### src/hdl/heading_calibrate_filter_pd_steer_core_macros.svh
// Assertion macros for the heading controller core
`ifndef HEADING_CALIBRATE_FILTER_PD_STEER_CORE_MACROS_SVH
`define HEADING_CALIBRATE_FILTER_PD_STEER_CORE_MACROS_SVH

// same-cycle implication, checked outside reset
`define HCF_ASSERT_NOW(label, ante, cons, msg) \
  label: assert property (@(posedge clk) disable iff (!rst_n) (ante) |-> (cons)) \
    else $error(msg);

// next-cycle implication, checked outside reset
`define HCF_ASSERT_NEXT(label, ante, cons, msg) \
  label: assert property (@(posedge clk) disable iff (!rst_n) (ante) |=> (cons)) \
    else $error(msg);

`endif

### src/hdl/hcf_pkg.sv
// Shared types, constants and helpers for the heading controller
package hcf_pkg;

  localparam int HeadingLimit = 36000;
  localparam int Q12One       = 4096;
  localparam int AccW         = 38;

  // configuration register indexes
  localparam logic [2:0] REG_PROP_GAIN      = 3'd0;
  localparam logic [2:0] REG_DERIV_GAIN     = 3'd1;
  localparam logic [2:0] REG_FILTER_WEIGHT  = 3'd2;
  localparam logic [2:0] REG_WARMUP_SAMPLES = 3'd3;
  localparam logic [2:0] REG_STRAIGHT_DRIVE = 3'd4;

  // steering command codes
  localparam logic [1:0] CMD_NONE     = 2'd0;
  localparam logic [1:0] CMD_STRAIGHT = 2'd1;
  localparam logic [1:0] CMD_LEFT     = 2'd2;
  localparam logic [1:0] CMD_RIGHT    = 2'd3;

  typedef struct packed {
    logic en;   // update accumulator this cycle
    logic clr;  // load product instead of adding
  } mac_ctl_t;

  function automatic logic signed [16:0] clamp_heading(input logic signed [AccW-1:0] v);
    logic signed [16:0] r;
    if (v > AccW'(HeadingLimit)) begin
      r = 17'(HeadingLimit);
    end else if (v < -AccW'(HeadingLimit)) begin
      r = -17'(HeadingLimit);
    end else begin
      r = v[16:0];
    end
    return r;
  endfunction

endpackage

### src/hdl/hcf_mac.sv
// Shared signed multiply-accumulate unit used by filter and PD steps
module hcf_mac
  import hcf_pkg::*;
(
  input  logic                   clk,
  input  mac_ctl_t               ctl,
  input  logic signed [16:0]     op_a,
  input  logic signed [18:0]     op_b,
  output logic signed [AccW-1:0] acc
);

  logic signed [35:0]     prod;
  logic signed [AccW-1:0] acc_r;
  logic signed [AccW-1:0] acc_nxt;

  assign prod = op_a * op_b;

  always_comb begin
    acc_nxt = acc_r;
    if (ctl.en) begin
      if (ctl.clr) begin
        acc_nxt = AccW'(prod);
      end else begin
        acc_nxt = acc_r + AccW'(prod);
      end
    end
  end

  always_ff @(posedge clk) begin
    acc_r <= acc_nxt;
  end

  assign acc = acc_r;

endmodule

### src/hdl/heading_calibrate_filter_pd_steer_core.sv
// Each word goes S_IDLE, S_PRE, S_F1-S_F3 (filter), S_ERR, S_P1-S_P2 (PD), S_OUT; S_OUT
// waits on output stall. The calibrating sample and an invalid one once calibrated skip
// the filter; before calibration S_PRE goes to S_OUT. A new word is taken only in S_IDLE;
// the single shared MAC unit runs four products in turn (two for the filter, two for PD).
// Reset (rst_n low, synchronous): registers to defaults, warm-up count, calibration,
// offset, filter and previous error cleared; output empty.
module heading_calibrate_filter_pd_steer_core
  import hcf_pkg::*;
(
  input  logic                clk,
  input  logic                rst_n,
  input  logic                cfg_wr_en,
  input  logic [2:0]          cfg_index,
  input  logic [15:0]         cfg_wdata,
  input  logic                in_valid,
  output logic                in_stall,
  input  logic                in_sample_valid,
  input  logic signed [15:0]  in_yaw_raw,
  input  logic signed [15:0]  in_target_heading,
  output logic                out_valid,
  input  logic                out_stall,
  output logic [1:0]          out_steer_command,
  output logic [15:0]         out_drive_level,
  output logic signed [16:0]  out_heading_now,
  output logic                out_calibrated
);

  localparam logic [3:0] S_IDLE = 4'd0;
  localparam logic [3:0] S_PRE  = 4'd1;
  localparam logic [3:0] S_F1   = 4'd2;
  localparam logic [3:0] S_F2   = 4'd3;
  localparam logic [3:0] S_F3   = 4'd4;
  localparam logic [3:0] S_ERR  = 4'd5;
  localparam logic [3:0] S_P1   = 4'd6;
  localparam logic [3:0] S_P2   = 4'd7;
  localparam logic [3:0] S_OUT  = 4'd8;

  logic [3:0] state_r, state_nxt;

  // configuration
  logic [15:0] pgain_r, dgain_r, sdrive_r;
  logic [12:0] fweight_r;
  logic [11:0] warmup_r;

  // item
  logic               smp_valid_r;
  logic signed [15:0] raw_r, tgt_r;

  // persistent state
  logic [11:0]        cnt_r, cnt_nxt;
  logic               cal_r, cal_nxt;
  logic signed [15:0] ofs_r, ofs_nxt;
  logic signed [16:0] filt_r, filt_nxt;
  logic signed [17:0] prev_r, prev_nxt;

  // working registers
  logic signed [16:0] corr_r, corr_nxt;
  logic signed [16:0] hdg_r, hdg_nxt;
  logic signed [17:0] err_r, err_nxt;
  logic signed [18:0] diff_r, diff_nxt;

  // output word
  logic               out_valid_r, out_valid_nxt;
  logic [1:0]         cmd_r, cmd_nxt;
  logic [15:0]        drive_r, drive_nxt;
  logic signed [16:0] ohdg_r, ohdg_nxt;
  logic               ocal_r, ocal_nxt;

  mac_ctl_t               mac_ctl;
  logic signed [16:0]     mul_a;
  logic signed [18:0]     mul_b;
  logic signed [AccW-1:0] acc;

  logic [12:0]            w_sat, w_rest;
  logic [11:0]            cnt_inc;
  logic signed [16:0]     yaw_diff;
  logic signed [AccW-1:0] filt_q, u_adj, u_q, u_mag;
  logic                   can_load;

  hcf_mac u_mac (
    .clk  (clk),
    .ctl  (mac_ctl),
    .op_a (mul_a),
    .op_b (mul_b),
    .acc  (acc)
  );

  assign w_sat    = (fweight_r > 13'(Q12One)) ? 13'(Q12One) : fweight_r;
  assign w_rest   = 13'(Q12One) - w_sat;
  assign cnt_inc  = (cnt_r == 12'hFFF) ? cnt_r : cnt_r + 12'd1;
  assign yaw_diff = {raw_r[15], raw_r} - {ofs_r[15], ofs_r};
  // floor of (acc + half) / 4096
  assign filt_q   = (acc + AccW'(Q12One / 2)) >>> 12;
  // truncate toward zero
  assign u_adj    = acc[AccW-1] ? acc + AccW'(Q12One - 1) : acc;
  assign u_q      = u_adj >>> 12;
  assign u_mag    = u_q[AccW-1] ? -u_q : u_q;
  assign can_load = !out_valid_r || !out_stall;

  always_comb begin
    mac_ctl = '0;
    mul_a   = '0;
    mul_b   = '0;
    case (state_r)
      S_F1: begin
        mac_ctl = '{en: 1'b1, clr: 1'b1};
        mul_a   = {4'b0, w_rest};
        mul_b   = {{2{corr_r[16]}}, corr_r};
      end
      S_F2: begin
        mac_ctl = '{en: 1'b1, clr: 1'b0};
        mul_a   = {4'b0, w_sat};
        mul_b   = {{2{filt_r[16]}}, filt_r};
      end
      S_P1: begin
        mac_ctl = '{en: 1'b1, clr: 1'b1};
        mul_a   = {1'b0, pgain_r};
        mul_b   = {err_r[17], err_r};
      end
      S_P2: begin
        mac_ctl = '{en: 1'b1, clr: 1'b0};
        mul_a   = {1'b0, dgain_r};
        mul_b   = diff_r;
      end
      default: begin
        mac_ctl = '0;
      end
    endcase
  end

  always_comb begin
    state_nxt     = state_r;
    cnt_nxt       = cnt_r;
    cal_nxt       = cal_r;
    ofs_nxt       = ofs_r;
    filt_nxt      = filt_r;
    prev_nxt      = prev_r;
    corr_nxt      = corr_r;
    hdg_nxt       = hdg_r;
    err_nxt       = err_r;
    diff_nxt      = diff_r;
    out_valid_nxt = out_valid_r && out_stall;
    cmd_nxt       = cmd_r;
    drive_nxt     = drive_r;
    ohdg_nxt      = ohdg_r;
    ocal_nxt      = ocal_r;
    case (state_r)
      S_IDLE: begin
        if (in_valid) begin
          state_nxt = S_PRE;
        end
      end
      S_PRE: begin
        if (!cal_r) begin
          if (smp_valid_r) begin
            cnt_nxt = cnt_inc;
            hdg_nxt = {raw_r[15], raw_r};
            if (raw_r != 16'sd0 && cnt_inc >= warmup_r) begin
              ofs_nxt   = raw_r;
              cal_nxt   = 1'b1;
              state_nxt = S_ERR;
            end else begin
              state_nxt = S_OUT;
            end
          end else begin
            hdg_nxt   = '0;
            state_nxt = S_OUT;
          end
        end else if (smp_valid_r) begin
          corr_nxt  = clamp_heading(AccW'(yaw_diff));
          state_nxt = S_F1;
        end else begin
          hdg_nxt   = '0;
          state_nxt = S_ERR;
        end
      end
      S_F1: state_nxt = S_F2;
      S_F2: state_nxt = S_F3;
      S_F3: begin
        hdg_nxt   = clamp_heading(filt_q);
        filt_nxt  = hdg_nxt;
        state_nxt = S_ERR;
      end
      S_ERR: begin
        err_nxt   = {{2{tgt_r[15]}}, tgt_r} - {hdg_r[16], hdg_r};
        diff_nxt  = {err_nxt[17], err_nxt} - {prev_r[17], prev_r};
        prev_nxt  = err_nxt;
        state_nxt = S_P1;
      end
      S_P1: state_nxt = S_P2;
      S_P2: state_nxt = S_OUT;
      S_OUT: begin
        if (can_load) begin
          out_valid_nxt = 1'b1;
          ohdg_nxt      = hdg_r;
          ocal_nxt      = cal_r;
          if (!cal_r) begin
            cmd_nxt   = CMD_NONE;
            drive_nxt = '0;
          end else if (u_q == '0) begin
            cmd_nxt   = CMD_STRAIGHT;
            drive_nxt = sdrive_r;
          end else begin
            cmd_nxt   = u_q[AccW-1] ? CMD_RIGHT : CMD_LEFT;
            drive_nxt = (u_mag > AccW'(65535)) ? 16'hFFFF : u_mag[15:0];
          end
          state_nxt = S_IDLE;
        end
      end
      default: state_nxt = S_IDLE;
    endcase
  end

  always_ff @(posedge clk) begin
    if (!rst_n) begin
      state_r     <= S_IDLE;
      pgain_r     <= 16'd1843;
      dgain_r     <= 16'd2458;
      fweight_r   <= 13'd2867;
      warmup_r    <= 12'd2000;
      sdrive_r    <= '0;
      cnt_r       <= '0;
      cal_r       <= 1'b0;
      ofs_r       <= '0;
      filt_r      <= '0;
      prev_r      <= '0;
      out_valid_r <= 1'b0;
    end else begin
      state_r     <= state_nxt;
      cnt_r       <= cnt_nxt;
      cal_r       <= cal_nxt;
      ofs_r       <= ofs_nxt;
      filt_r      <= filt_nxt;
      prev_r      <= prev_nxt;
      out_valid_r <= out_valid_nxt;
      if (cfg_wr_en) begin
        case (cfg_index)
          REG_PROP_GAIN:      pgain_r   <= cfg_wdata;
          REG_DERIV_GAIN:     dgain_r   <= cfg_wdata;
          REG_FILTER_WEIGHT:  fweight_r <= cfg_wdata[12:0];
          REG_WARMUP_SAMPLES: warmup_r  <= cfg_wdata[11:0];
          REG_STRAIGHT_DRIVE: sdrive_r  <= cfg_wdata;
          default: ;
        endcase
      end
    end
  end

  always_ff @(posedge clk) begin
    if (state_r == S_IDLE && in_valid) begin
      smp_valid_r <= in_sample_valid;
      raw_r       <= in_yaw_raw;
      tgt_r       <= in_target_heading;
    end
    corr_r  <= corr_nxt;
    hdg_r   <= hdg_nxt;
    err_r   <= err_nxt;
    diff_r  <= diff_nxt;
    cmd_r   <= cmd_nxt;
    drive_r <= drive_nxt;
    ohdg_r  <= ohdg_nxt;
    ocal_r  <= ocal_nxt;
  end

  assign in_stall          = (state_r != S_IDLE);
  assign out_valid         = out_valid_r;
  assign out_steer_command = cmd_r;
  assign out_drive_level   = drive_r;
  assign out_heading_now   = ohdg_r;
  assign out_calibrated    = ocal_r;

`include "heading_calibrate_filter_pd_steer_core_macros.svh"

  `HCF_ASSERT_NEXT(a_cal_sticky, cal_r, cal_r, "calibration flag dropped")
  `HCF_ASSERT_NOW(a_uncal_word, out_valid && !out_calibrated,
                  out_steer_command == CMD_NONE && out_drive_level == 16'd0,
                  "uncalibrated word carries steering")
  `HCF_ASSERT_NOW(a_cal_word, out_valid && out_calibrated,
                  out_steer_command != CMD_NONE, "calibrated word has no command")
  `HCF_ASSERT_NOW(a_filt_range, 1'b1,
                  filt_r <= 17'sd36000 && filt_r >= -17'sd36000,
                  "filtered heading out of range")

endmodule

### config.mk
export PLATFORM = sky130hd
export DESIGN_NAME = heading_calibrate_filter_pd_steer_core
export DESIGN_NICKNAME = d
export VERILOG_FILES = /design/src/hdl/hcf_pkg.sv /design/src/hdl/hcf_mac.sv /design/src/hdl/heading_calibrate_filter_pd_steer_core.sv
export VERILOG_INCLUDE_DIRS = /design/src /design/src/hdl
export SDC_FILE = /design/constraint.sdc
export NUM_CORES = 2
export LEC_CHECK = 0
export BUFFER_PORTS_ARGS = -buffer_cell sky130_fd_sc_hd__buf_4
export CAP_MARGIN = 0
export CORE_UTILIZATION = 55
export CTS_CLUSTER_DIAMETER = 150
export DETAILED_ROUTE_END_ITERATION = 10
export PLACE_DENSITY = 0.75
export SLEW_MARGIN = 40
export SYNTH_ARGS = -nofsm -noshare
export SYNTH_HDL_FRONTEND = slang
export SYNTH_SLANG_ARGS = --single-unit
export TNS_END_PERCENT = 100
### constraint.sdc
create_clock -name clk -period 9.6 [get_ports clk]
set_clock_uncertainty 0.2 [all_clocks]
set_input_delay 0.48 -clock clk [delete_from_list [all_inputs] [get_ports clk]]
set_output_delay 0.48 -clock clk [all_outputs]
set_load 0.01 [all_outputs]
==> key figures <==
Setup path
  • Crit-path max FO: 5
  • Critical path class: flip-flop to flip-flop
  • Setup slack, reg-to-reg: -0.09 ns
  • Critical R2R Launch: fweight_r[4]
  • Startpoint Class: flip-flop
  • Critical Path AT: 9.81 ns
  • Reg-to-Reg End: u_mac.acc[34]
  • Worst Path Required: 9.72 ns
  • Most common cell on crit path: fa_1
  • Reg2Reg Depth: 41
  • CP peak stage delay: 0.53 ns
  • Nature of the critical path endpoint: flip-flop
  • Slowest cell on crit path: fa_1

STA
  • Fmax: between 100 and 150 MHz
  • Final hold vios: 0
  • Final period util: 1.01
  • Setup ws final: -0.0943 ns
  • Crit path time final: 9.69 ns
  • RSZ-0062 raised after global routing: yes
  • Final Max Tran Viols: 0
  • Final setup violating endpoints: 2
  • Slew HR: 0.428
  • Tightest Pin Transition: 0.849 ns

Worst hold path
  • HP Start: cfg_wdata[11]
  • WHS Endpoint: dgain_r[11]
  • Worst Hold Depth: 3
  • Hold Path Class: primary input to flip-flop

Route
  • Antenna-violating nets left: 0
  • 1st-iter DRT viols: 2,237
  • Via count: between 20,000 and 30,000
  • First-pass detailed-route iteration total: 5
  • Drt drc: 0
  • Total wire length: 87.0 mm
  • DR vias/cell: 5.72
  • WL/cell: between 15 and 20 um

Floorplan
  • Core ar.: 56,300 um2
  • Ports: 95
  • Initial Util: 0.555
  • Die area: slightly below 60,000 um2
  • Chip width: 240 um
  • Row cnt: 87
  • Die Y: around 240 um

Synthesis
  • #FFs+latches synth: 320
  • Cell taking the most area after synthesis: fa_1
  • Synthesized area: 31,200 um2
  • Synth area leaders: fa_1 (20%), edfxtp_1 (17%), dfxtp_1 (9.1%)
  • Synthesis warning total: 0
  • Synth top area share: 0.199
  • Mapped Avg Cell Area: 8.78 um2
  • Seq/Total Area, Yosys: 0.262
  • Unique cell type count in the Yosys netlist: 88
  • Post-Synthesis Cells: 3,560
  • Async SR Flop Fraction: 0
  • Post-synth EDFFs: 178
  • Top-count cell post-synth: nand2_1
  • Most frequent cells after synthesis: nand2_1 (518), inv_1 (488), fa_1 (311)
  • Post-synth top flop: edfxtp_1
  • Mapped Nets: 4,133

Power and ir drop
  • Max VDD drop: 177 uV
  • PD cells: 97.4 nW/um2
  • Design Power: 3.51 mW
  • Lkg Pwr: 15.5 nW

Global route
  • GRT Total Usage: 0.307
  • Grt ovf: 0
  • Initial antenna violation count: 2
  • Largest net degree at the start of global routing: between 60 and 70
  • First-pass GRT wire length: 139 mm
  • Vias in the first global route: between 20,000 and 30,000

Layout
  • Fraction of layout cells with a size suffix above 1: 0.136
  • Area Overhead vs Synth: 15.4%
  • Fin area: 36,000 um2
  • Final cell count without fillers: 4,580
  • Finished Core Util: 0.640
  • Nets: roughly 4,400
  • Diode count: 0

Clock tree
  • Root Driver: clkbuf_16
  • CTS max path bufs: 3
  • Reg clk slew, reported paths: 0.07 ns
  • Clock sinks: 320
  • Clock Latency Late Sink: 0.57 ns
  • H-tree depth: 2
  • CTS tree: yes
  • Num CTS Buffers: 35

Flow run
  • Max_cap viols: 0

Status
  • Failing checks: negative setup slack
  • Status: complete, but fails checks

Placed design
  • Post-DP Area: approximately 34,000 um2
  • Post-DP HPWL: approximately 69 mm
  • Port-buffer cells: 94
  • Placer Congestion: 0.973
  • Setup slack at placement: -0.123 ns
  • Placed Instances: 4,461
-- layer usage --
layer | wire length [um] | track usage
met5 | 0 | 0
met4 | 3080 | 0.102
met3 | 7310 | 0.0612
met2 | 40000 | 0.499
met1 | 36600 | 0.409
-- sequential cells by signal, summed over array words and instances, names as in the netlist, 13 cells and up --
name,flops
dgain_r,16
pgain_r,16
err_r,18
tgt_r,16
filt_r,17
hdg_r,17
out_heading_now,17
prev_r,18
raw_r,16
sdrive_r,16
u_mac.acc,38
fweight_r,13
diff_r,19
out_drive_level,16
ofs_r,16
corr_r,17
-- cell usage in the layout, fill, tap and decap left out, types with 27 or more instances in the layout --
cell type	n
o21ai_0	109
nand3_1	77
nand2_1	512
nor2_1	294
a22oi_1	39
dfxtp_1	141
buf_4	296
a21boi_0	82
ha_1	194
clkbuf_16	35
nor2b_1	27
a21o_1	29
dlygate4sd3_1	34
nor3_1	67
and2_1	40
edfxtp_1	178
o21a_1	29
a21oi_1	122
fa_1	311
xor2_1	52
nand4_1	32
inv_1	481
xnor2_1	114
-- through the flow --
step	hold WS [ns]	TNS, ns
floorplan	0.226	0
global placement	0.243	0
detailed placement	0.249	-0.258
CTS	0.00221	0
global route	0.0153	-3.17
finish	0.0203	-0.171
-- where the power goes --
group          switching (mW)  internal, mW
Combinational           0.370         0.264
Clock                   0.594         0.717
Sequential             0.0361          1.53
Total                    1.00          2.51
-- cell families after synthesis --
logic type / count (synthesis) / synth area share
and+or+nand+nor: 1244 / 0.181
buffers and inverters: 631 / 0.0764
adders and majority gates: 516 / 0.281
xor gates and xnor gates: 173 / 0.0490
DFF: 320 / 0.262
muxes: 23 / 0.00761
AOI/OAI and AO/OA: 653 / 0.142
-- final cells by class --
type	instances	area, um2
multi-input combinational	2609	21200
fill	4632	20200
sequential	320	8190
timing repair buffer	343	2750
inverter	488	1830
tap	756	946
clock buffer	38	897
clock inverter	26	209
-- repair_timing --
action / in CTS / in global routing
endpoints found under the setup margin: 5 / 18
hold endpoints to repair: 34 / 0
pin swaps: 3 / 59
buffers inserted: 1 / 20
hold buffers: 34 / 0
gates resized for setup: 4 / 108
-- worst max path at each step --
stage | from | to | slack (ns) | depth (start not counted)
finish | fweight_r[4] | u_mac.acc[34] | -0.09 | 41
CTS | fweight_r[2] | u_mac.acc[34] | 0.002 | 40
floorplan | fweight_r[2] | u_mac.acc[34] | 0.04 | 39
detailed placement | fweight_r[2] | u_mac.acc[34] | -0.12 | 38
global route | fweight_r[4] | u_mac.acc[36] | -0.51 | 42
global placement | fweight_r[2] | u_mac.acc[34] | 0.1 | 40
-- worst max-delay path: cells and delay by family, from the launching register on --
kind | cells | cell delay [ns]
adders and majority gates | 8 | 3.40
AOI/OAI and AO/OA | 10 | 1.71
buffers and inverters | 8 | 0.78
xor gates and xnor gates | 1 | 0.17
and+or+nand+nor | 14 | 2.85
DFF | 1 | 0.33
Note: power is estimated with default switching activity, not from simulation.
